<file path="src/hdl/hdc_pkg.sv">
`default_nettype none
// ----------------------------------------------------------------------------
// hdc_pkg
// Shared widths, types and state encodings for the densest-cluster finder.
// ----------------------------------------------------------------------------
package hdc_pkg;

    localparam int MAX_BINS   = 4096;
    localparam int COUNT_W    = 24;
    localparam int IDX_W      = 12;
    localparam int BIN_CNT_W  = 13;
    localparam int FRAC_W     = 8;
    localparam int MEAN_W     = IDX_W + FRAC_W;
    localparam int TOTAL_W    = 36;
    localparam int WSUM_W     = 48;
    localparam int PROD_W     = IDX_W + COUNT_W;
    localparam int STEP_W     = $clog2(MEAN_W);

    typedef struct packed {
        logic                 found;
        logic [IDX_W-1:0]     group_start;
        logic [IDX_W-1:0]     group_end;
        logic [TOTAL_W-1:0]   total;
        logic [WSUM_W-1:0]    weighted;
    } t_job;

    typedef struct packed {
        logic full;
        logic empty;
    } t_q_status;

    typedef enum logic [1:0] {
        FS_RUN,
        FS_ABSORB,
        FS_CLOSE,
        FS_PUSH
    } t_front_state;

    typedef enum logic [1:0] {
        BS_IDLE,
        BS_DIV,
        BS_OUT
    } t_back_state;

endpackage
`default_nettype wire

</file>
<file path="src/hdl/hdc_front.sv">
`default_nettype none
// ----------------------------------------------------------------------------
// hdc_front
// Takes bins, finds separators one bin late, keeps open and best group sums,
// and queues the best group when the histogram ends.
// ----------------------------------------------------------------------------
module hdc_front (
    input  wire logic                          i_clk,
    input  wire logic                          i_rst_n,
    input  wire logic                          i_valid,
    output logic                               o_stall,
    input  wire logic [hdc_pkg::COUNT_W-1:0]   i_bin_count,
    input  wire logic                          i_last_bin,
    input  wire hdc_pkg::t_q_status            i_q_status,
    output logic                               o_push,
    output hdc_pkg::t_job                      o_job
);
    import hdc_pkg::*;

    t_front_state          r_state, n_state;
    logic [COUNT_W-1:0]    r_held_count, n_held_count;
    logic                  r_held_valid, n_held_valid;
    logic [BIN_CNT_W-1:0]  r_bin_index, n_bin_index;
    logic                  r_group_open, n_group_open;
    logic [IDX_W-1:0]      r_open_start, n_open_start;
    logic [TOTAL_W-1:0]    r_open_total, n_open_total;
    logic [WSUM_W-1:0]     r_open_weighted, n_open_weighted;
    logic [IDX_W-1:0]      r_best_start, n_best_start;
    logic [IDX_W-1:0]      r_best_end, n_best_end;
    logic [TOTAL_W-1:0]    r_best_total, n_best_total;
    logic [WSUM_W-1:0]     r_best_weighted, n_best_weighted;

    logic                  accept;
    logic                  in_range;
    logic                  separator;
    logic [IDX_W-1:0]      held_idx;
    logic [IDX_W-1:0]      prev_idx;
    logic [PROD_W-1:0]     product;
    logic [IDX_W-1:0]      abs_start;
    logic [TOTAL_W-1:0]    abs_total;
    logic [WSUM_W-1:0]     abs_weighted;
    logic                  close_win;

    assign accept    = i_valid && !o_stall;
    assign in_range  = r_bin_index < BIN_CNT_W'(MAX_BINS);
    assign separator = (r_held_count == '0) && (i_bin_count == '0);
    assign held_idx  = r_bin_index[IDX_W-1:0] - IDX_W'(1);
    assign prev_idx  = r_bin_index[IDX_W-1:0] - IDX_W'(2);

    // held bin folded into the open group
    assign product      = PROD_W'(held_idx) * PROD_W'(r_held_count);
    assign abs_start    = r_group_open ? r_open_start : held_idx;
    assign abs_total    = (r_group_open ? r_open_total : '0) + TOTAL_W'(r_held_count);
    assign abs_weighted = (r_group_open ? r_open_weighted : '0) + WSUM_W'(product);

    // strictly larger keeps the first of equal totals
    assign close_win = r_group_open && (r_open_total > r_best_total);

    always_comb begin
        n_state = r_state;
        unique case (r_state)
            FS_RUN:    if (accept && i_last_bin) n_state = FS_ABSORB;
            FS_ABSORB: n_state = FS_CLOSE;
            FS_CLOSE:  n_state = FS_PUSH;
            FS_PUSH:   if (!i_q_status.full) n_state = FS_RUN;
            default:   n_state = FS_RUN;
        endcase
    end

    always_comb begin
        o_stall = (r_state != FS_RUN);
        o_push  = (r_state == FS_PUSH) && !i_q_status.full;
    end

    always_comb begin
        n_held_count    = r_held_count;
        n_held_valid    = r_held_valid;
        n_bin_index     = r_bin_index;
        n_group_open    = r_group_open;
        n_open_start    = r_open_start;
        n_open_total    = r_open_total;
        n_open_weighted = r_open_weighted;
        n_best_start    = r_best_start;
        n_best_end      = r_best_end;
        n_best_total    = r_best_total;
        n_best_weighted = r_best_weighted;
        unique case (r_state)
            FS_RUN: begin
                if (accept && in_range) begin
                    if (r_held_valid) begin
                        if (separator) begin
                            if (close_win) begin
                                n_best_start    = r_open_start;
                                n_best_end      = prev_idx;
                                n_best_total    = r_open_total;
                                n_best_weighted = r_open_weighted;
                            end
                            n_group_open = 1'b0;
                        end else begin
                            n_group_open    = 1'b1;
                            n_open_start    = abs_start;
                            n_open_total    = abs_total;
                            n_open_weighted = abs_weighted;
                        end
                    end
                    n_held_count = i_bin_count;
                    n_held_valid = 1'b1;
                    n_bin_index  = r_bin_index + BIN_CNT_W'(1);
                end
            end
            FS_ABSORB: begin
                if (r_held_valid) begin
                    n_group_open    = 1'b1;
                    n_open_start    = abs_start;
                    n_open_total    = abs_total;
                    n_open_weighted = abs_weighted;
                end
            end
            FS_CLOSE: begin
                if (r_held_valid) begin
                    if (close_win) begin
                        n_best_start    = r_open_start;
                        n_best_end      = held_idx;
                        n_best_total    = r_open_total;
                        n_best_weighted = r_open_weighted;
                    end
                    n_group_open = 1'b0;
                end
            end
            FS_PUSH: begin
                if (!i_q_status.full) begin
                    n_held_count    = '0;
                    n_held_valid    = 1'b0;
                    n_bin_index     = '0;
                    n_group_open    = 1'b0;
                    n_open_start    = '0;
                    n_open_total    = '0;
                    n_open_weighted = '0;
                    n_best_start    = '0;
                    n_best_end      = '0;
                    n_best_total    = '0;
                    n_best_weighted = '0;
                end
            end
            default: ;
        endcase
    end

    // no positive group: every field goes out as zero
    always_comb begin
        o_job.found       = (r_best_total != '0);
        o_job.group_start = o_job.found ? r_best_start : '0;
        o_job.group_end   = o_job.found ? r_best_end : '0;
        o_job.total       = o_job.found ? r_best_total : '0;
        o_job.weighted    = o_job.found ? r_best_weighted : '0;
    end

    always_ff @(posedge i_clk) begin
        if (!i_rst_n) begin
            r_state         <= FS_RUN;
            r_held_count    <= '0;
            r_held_valid    <= 1'b0;
            r_bin_index     <= '0;
            r_group_open    <= 1'b0;
            r_open_start    <= '0;
            r_open_total    <= '0;
            r_open_weighted <= '0;
            r_best_start    <= '0;
            r_best_end      <= '0;
            r_best_total    <= '0;
            r_best_weighted <= '0;
        end else begin
            r_state         <= n_state;
            r_held_count    <= n_held_count;
            r_held_valid    <= n_held_valid;
            r_bin_index     <= n_bin_index;
            r_group_open    <= n_group_open;
            r_open_start    <= n_open_start;
            r_open_total    <= n_open_total;
            r_open_weighted <= n_open_weighted;
            r_best_start    <= n_best_start;
            r_best_end      <= n_best_end;
            r_best_total    <= n_best_total;
            r_best_weighted <= n_best_weighted;
        end
    end

endmodule
`default_nettype wire

</file>
<file path="src/hdl/hdc_queue.sv">
`default_nettype none
// ----------------------------------------------------------------------------
// hdc_queue
// Two-entry queue of finished groups between the front and the divider.
// ----------------------------------------------------------------------------
module hdc_queue (
    input  wire logic               i_clk,
    input  wire logic               i_rst_n,
    input  wire logic               i_push,
    input  wire hdc_pkg::t_job      i_job,
    input  wire logic               i_pop,
    output hdc_pkg::t_job           o_job,
    output hdc_pkg::t_q_status      o_status
);
    import hdc_pkg::*;

    t_job         r_mem [2];
    logic         r_wr_ptr;
    logic         r_rd_ptr;
    logic [1:0]   r_count;
    logic [1:0]   n_count;

    assign o_job           = r_mem[r_rd_ptr];
    assign o_status.full   = (r_count == 2'd2);
    assign o_status.empty  = (r_count == 2'd0);

    always_comb begin
        n_count = r_count;
        if (i_push && !i_pop) n_count = r_count + 2'd1;
        if (i_pop && !i_push) n_count = r_count - 2'd1;
    end

    always_ff @(posedge i_clk) begin
        if (i_push) r_mem[r_wr_ptr] <= i_job;
    end

    always_ff @(posedge i_clk) begin
        if (!i_rst_n) begin
            r_wr_ptr <= 1'b0;
            r_rd_ptr <= 1'b0;
            r_count  <= 2'd0;
        end else begin
            if (i_push) r_wr_ptr <= !r_wr_ptr;
            if (i_pop)  r_rd_ptr <= !r_rd_ptr;
            r_count <= n_count;
        end
    end

endmodule
`default_nettype wire

</file>
<file path="src/hdl/hdc_back.sv">
`default_nettype none
// ----------------------------------------------------------------------------
// hdc_back
// Restoring divider for the Q.8 mean bin index, one quotient bit a cycle,
// and the output word register.
// ----------------------------------------------------------------------------
module hdc_back (
    input  wire logic                          i_clk,
    input  wire logic                          i_rst_n,
    input  wire hdc_pkg::t_job                 i_job,
    input  wire hdc_pkg::t_q_status            i_q_status,
    output logic                               o_pop,
    output logic                               o_valid,
    input  wire logic                          i_stall,
    output logic                               o_found,
    output logic [hdc_pkg::IDX_W-1:0]          o_group_start,
    output logic [hdc_pkg::IDX_W-1:0]          o_group_end,
    output logic [hdc_pkg::MEAN_W-1:0]         o_mean_index_q8,
    output logic [hdc_pkg::TOTAL_W-1:0]        o_group_total
);
    import hdc_pkg::*;

    t_back_state         r_state, n_state;
    logic [STEP_W-1:0]   r_step;
    logic [TOTAL_W-1:0]  r_rem;
    logic [TOTAL_W-1:0]  r_div;
    logic [MEAN_W-1:0]   r_shift;
    logic                r_found;
    logic [IDX_W-1:0]    r_start;
    logic [IDX_W-1:0]    r_end;

    logic [TOTAL_W:0]    partial;
    logic [TOTAL_W:0]    diff;
    logic                ge;
    logic                last_step;

    // mean index < 2^IDX_W, so the dividend top bits start below the divisor
    assign partial   = {r_rem, r_shift[MEAN_W-1]};
    assign diff      = partial - {1'b0, r_div};
    assign ge        = (partial >= {1'b0, r_div});
    assign last_step = (r_step == STEP_W'(MEAN_W - 1));

    always_comb begin
        n_state = r_state;
        unique case (r_state)
            BS_IDLE: if (!i_q_status.empty) n_state = BS_DIV;
            BS_DIV:  if (last_step) n_state = BS_OUT;
            BS_OUT:  if (!i_stall) n_state = BS_IDLE;
            default: n_state = BS_IDLE;
        endcase
    end

    always_comb begin
        o_pop           = (r_state == BS_IDLE) && !i_q_status.empty;
        o_valid         = (r_state == BS_OUT);
        o_found         = r_found;
        o_group_start   = r_start;
        o_group_end     = r_end;
        o_group_total   = r_div;
        o_mean_index_q8 = r_found ? r_shift : '0;
    end

    always_ff @(posedge i_clk) begin
        if (o_pop) begin
            r_rem   <= i_job.weighted[WSUM_W-1:MEAN_W-FRAC_W];
            r_shift <= {i_job.weighted[MEAN_W-FRAC_W-1:0], {FRAC_W{1'b0}}};
            r_div   <= i_job.total;
            r_found <= i_job.found;
            r_start <= i_job.group_start;
            r_end   <= i_job.group_end;
        end else if (r_state == BS_DIV) begin
            r_rem   <= ge ? diff[TOTAL_W-1:0] : partial[TOTAL_W-1:0];
            r_shift <= {r_shift[MEAN_W-2:0], ge};
        end
    end

    always_ff @(posedge i_clk) begin
        if (!i_rst_n) begin
            r_state <= BS_IDLE;
            r_step  <= '0;
        end else begin
            r_state <= n_state;
            if (r_state == BS_DIV) r_step <= last_step ? '0 : r_step + STEP_W'(1);
            else r_step <= '0;
        end
    end

endmodule
`default_nettype wire

</file>
<file path="src/hdl/histogram_densest_cluster.sv">
`default_nettype none
// ----------------------------------------------------------------------------
// histogram_densest_cluster
// Finds the densest group of adjacent nonzero bins in a streamed histogram.
//
// Input channel: one bin word per transfer (i_valid, o_stall), the final bin
// flagged by i_last_bin. Bins are taken one per cycle while o_stall is low;
// after the final bin the front holds o_stall high through its absorb, close
// and push states to close the group and queue it, longer only if both queue
// entries are still waiting on the divider.
// Output channel: one word per histogram (o_valid, i_stall) with start, end,
// total and Q.8 mean bin index. The divider makes one quotient bit a cycle.
// A finished word is held steady while i_stall is high; the front keeps
// accepting the next histogram meanwhile, up to two queued results.
// Reset (i_rst_n low, synchronous) clears all group sums and empties the
// queue; no output word is pending afterward. Bins past 4096 are dropped.
// ----------------------------------------------------------------------------
module histogram_densest_cluster (
    input  wire logic                          i_clk,
    input  wire logic                          i_rst_n,
    input  wire logic                          i_valid,
    output logic                               o_stall,
    input  wire logic [hdc_pkg::COUNT_W-1:0]   i_bin_count,
    input  wire logic                          i_last_bin,
    output logic                               o_valid,
    input  wire logic                          i_stall,
    output logic                               o_found,
    output logic [hdc_pkg::IDX_W-1:0]          o_group_start,
    output logic [hdc_pkg::IDX_W-1:0]          o_group_end,
    output logic [hdc_pkg::MEAN_W-1:0]         o_mean_index_q8,
    output logic [hdc_pkg::TOTAL_W-1:0]        o_group_total
);
    import hdc_pkg::*;

    t_q_status  q_status;
    t_job       push_job;
    t_job       head_job;
    logic       push;
    logic       pop;

    hdc_front u_front (
        .i_clk       (i_clk),
        .i_rst_n     (i_rst_n),
        .i_valid     (i_valid),
        .o_stall     (o_stall),
        .i_bin_count (i_bin_count),
        .i_last_bin  (i_last_bin),
        .i_q_status  (q_status),
        .o_push      (push),
        .o_job       (push_job)
    );

    hdc_queue u_queue (
        .i_clk    (i_clk),
        .i_rst_n  (i_rst_n),
        .i_push   (push),
        .i_job    (push_job),
        .i_pop    (pop),
        .o_job    (head_job),
        .o_status (q_status)
    );

    hdc_back u_back (
        .i_clk           (i_clk),
        .i_rst_n         (i_rst_n),
        .i_job           (head_job),
        .i_q_status      (q_status),
        .o_pop           (pop),
        .o_valid         (o_valid),
        .i_stall         (i_stall),
        .o_found         (o_found),
        .o_group_start   (o_group_start),
        .o_group_end     (o_group_end),
        .o_mean_index_q8 (o_mean_index_q8),
        .o_group_total   (o_group_total)
    );

endmodule
`default_nettype wire
</file>
<file path="config.mk">
export PLATFORM = sky130hd
export DESIGN_NAME = histogram_densest_cluster
export DESIGN_NICKNAME = d
export VERILOG_FILES = /design/src/hdl/hdc_pkg.sv /design/src/hdl/hdc_front.sv /design/src/hdl/hdc_queue.sv /design/src/hdl/hdc_back.sv /design/src/hdl/histogram_densest_cluster.sv
export SDC_FILE = /design/constraint.sdc
export NUM_CORES = 2
export LEC_CHECK = 0
export BUFFER_PORTS_ARGS = -buffer_cell sky130_fd_sc_hd__buf_2
export CORE_MARGIN = 2
export CORE_UTILIZATION = 55
export CTS_BUF_LIST = sky130_fd_sc_hd__clkbuf_2 sky130_fd_sc_hd__clkbuf_4 sky130_fd_sc_hd__clkbuf_8
export DETAILED_ROUTE_END_ITERATION = 8
export PLACE_DENSITY = 0.72
export SLEW_MARGIN = 20
export SYNTH_ARGS = -nofsm -noshare
export SYNTH_HDL_FRONTEND = slang
export SYNTH_SLANG_ARGS = --single-unit
</file>
<file path="constraint.sdc">
create_clock -name i_clk -period 11.1 [get_ports i_clk]
set_clock_uncertainty 0.15 [all_clocks]
set_input_delay 1.665 -clock i_clk [delete_from_list [all_inputs] [get_ports i_clk]]
set_output_delay 1.665 -clock i_clk [all_outputs]
set_load 0.02 [all_outputs]
</file>
==> summary.txt <==
Run status
  – Status: finished clean

STA
  – RSZ-0062 raised after global routing: no
  – Actual slew at the worst max-slew pin: 1106 ps
  – FMAX: 112.6 MHz
  – Hold Fails Final Rpt: 0
  – Period utilisation layout: roughly four fifths
  – Setup TNS: 0 ps
  – # setup viols final: 0
  – Min Clock Period, post-route: 8880 ps
  – Fin Hold WS: 300.4 ps
  – Slew Viols, Final: 0
  – Relative slew margins: about a quarter

Die
  – Die area: 70870 sq um
  – Die Width: 266.2 um
  – DIE HEIGHT: 266.2 um
  – Core area: 68350 sq um
  – Num rows: 96
  – I/O Pins: 112
  – Initial Utilization: 55.33%

Drt
  – 1st-pass router iterations: 5
  – Final antenna-violating net count: 0
  – M1 wire length: 42220 um
  – Via/cell ratio: 5.773
  – Routed length per instance: 19.89 um
  – Post-Route WL: 94880 um
  – 1st-iter DRT viols: 2033
  – Max Used Layer: met4
  – Routed wl met3: slightly above 6000 um
  – Via count: between 20k and 30k
  – DRC violations left: 0
  – WL met2: 43860 um

Setup path
  – Critical-path top delay cell: clkinv_1
  – Cell mode on critical path: fa_1
  – Buf+Inv Stages, Crit Path: 5
  – Startpoint Class: flip-flop
  – Crit path max fanout: 26
  – CP Class: reg -> reg
  – Crit-path leading delay family: adder cells
  – CP peak stage delay: roughly 950 ps
  – CP Capture Type: flip-flop
  – Worst Path Required: 11500 ps
  – Worst Path Arrival: 9280 ps

Clock tree
  – CTS tree: built
  – Post-CTS Setup Bufs: 0
  – Worst-case clock buffer depth: 3
  – Clk root buf: clkbuf_8
  – Cts hold-fix bufs: 0
  – Resized cells post-CTS: 0
  – Clock Latency Late Sink: 730 ps
  – Sink Count: 592
  – Num CTS Buffers: 96
  – CTS clk-pin slew, worst paths: ~60 ps
  – CTS H-tree depth: 3

Placement
  – Placed insts: 4589
  – Final RePlAce weighted congestion: 0.9231
  – PortBufs: 111
  – Hpwl dp: 68540 um

Yosys
  – Number of enable flip-flop cells after synthesis: 327
  – Cells after synthesis: roughly 3.8k
  – Syn_area_per_cell: 9.936 sq um
  – Synth cell count leaders: inv_1 (410), edfxtp_1 (327), nand2_1 (327), dfxtp_1 (265), nor2_1 (260)
  – Yosys cell types: 84
  – Synthesis Warnings: 0
  – Fraction of registers with async set/reset: 0%
  – Flops & latches, synth: 592
  – Area share of the largest cell type after synthesis: approximately a quarter
  – Netlist Area Pre-Place: 37820 sq um
  – Synth top area cells: edfxtp_1 (26%), dfxtp_1 (14%), fa_1 (14%)
  – Top FF cell, synth: edfxtp_1
  – Largest area contributor in the netlist: edfxtp_1
  – Most frequent cell after synthesis: inv_1
  – Sequential area share after synthesis: between 30% and 40%
  – Syn Nets: 4278

GRT
  – Vias in the first global route: 27.72k
  – Largest net degree at the start of global routing: 90
  – GRT overflow: 0
  – Tot GR Track Use: 27.44%
  – Initial antenna violation count: 1
  – Global-route wire length before repair: 153400 um

Final layout
  – Layout cells sized above 1: 11.42%
  – Final cell count without fillers: 4771
  – Nets: 4277
  – Area growth syn-to-layout: 8.646%
  – Fill cells: 5762

Flow run
  – Max Cap Violations: 0

Hold path
  – Min-delay worst type: reg -> reg
## sequential cells by signal, summed over array words and instances, names as in the netlist, 5 cells and up, named ones only
| signal | count |
|---|---|
| u_back.r_rem | 36 |
| u_front.r_held_count | 24 |
| u_back.r_step | 5 |
| u_front.r_best_weighted | 48 |
| u_back.r_shift | 20 |
| u_back.o_group_end | 12 |
| u_queue.r_mem | 218 |
| u_front.r_open_start | 12 |
| u_back.o_group_start | 12 |
| u_front.r_best_total | 36 |
| u_front.r_bin_index | 13 |
| u_back.o_group_total | 36 |
| u_front.r_best_end | 12 |
| u_front.r_best_start | 12 |
| u_front.r_open_total | 36 |
| u_front.r_open_weighted | 48 |
## placed cells by master, fill, tap and decap left out, types with 31 or more instances in the layout
cell type	netlist	layout
nor3_1	37	35
dfxtp_1	265	263
xor2_1	51	48
mux2_2	61	61
ha_1	186	186
a21o_1	67	67
fa_1	257	257
a21oi_1	153	153
clkbuf_8	0	109
xnor2_1	56	52
nand3_1	115	115
inv_1	410	408
buf_2	24	111
buf_4	6	46
o21ai_0	119	119
nor2_1	260	258
edfxtp_1	327	327
nand2_1	327	326
a22oi_1	152	152
mux2i_1	50	50
nor2b_1	105	104
o211ai_1	38	38
clkbuf_4	0	31
and2_1	173	172
nand2b_1	39	39
## final cells by class
cell class                 count  area [sq um]  area share (%)
antenna                        2         5.005         0.01218
clock buffer                 140          1733           4.218
multi-input combinational   2546         20250           49.28
timing repair buffer         157         900.9           2.193
tap                          882          1104           2.686
inverter                     412          1551           3.776
sequential                   592         15130           36.83
clock inverter                40         415.4           1.011
## worst paths after layout
path | slack (ps) | cells after the start | endpoint | start
worst max register to register | 2220 | 26 | u_front.r_open_weighted[37] | u_front.r_bin_index[0]
worst min-delay path | 300 | 1 | u_back.r_step[0] | u_back.r_step[0]
worst max-delay path | 2220 | 26 | u_front.r_open_weighted[37] | u_front.r_bin_index[0]
worst min register to register | 300 | 1 | u_back.r_step[0] | u_back.r_step[0]
## per-layer routing
layer / up-vias / global-route usage (%)
met5: - / 0
met4: 0 / 8.761
met3: 168 / 4.760
met2: 876 / 43.92
met1: 13520 / 38.10
li1: 12980 / -
## through the flow
| stage | cell area (sq um) | setup slack [ps] | util (%) |
|---|---|---|---|
| after floorplan | 37820 | 3825 | - |
| after global placement | 38930 | 2499 | 56.96 |
| after detailed placement | 38930 | 2332 | 56.96 |
| after CTS | 41080 | 2264 | 60.10 |
| after global routing | 41080 | 1674 | 60.11 |
| final | 41080 | 2220 | 60.11 |
## cells by family (layout without fill, tap and decap cells)
kind of cell               Yosys count  count (layout)  synth area share [%]
AOI/OAI and AO/OA                  698             698                 12.39
xor gates and xnor gates           107             107                 2.478
adders and majority gates          443             443                 19.76
buffers and inverters              668             749                 6.829
DFF                                592             592                 40.00
muxes                              111             111                 3.140
other                                0               2                     0
and+or+nand+nor                   1187            1187                 15.41
Power is not shown: default switching activity piles up to over one toggle a cycle in this logic, so the estimate is an artifact.
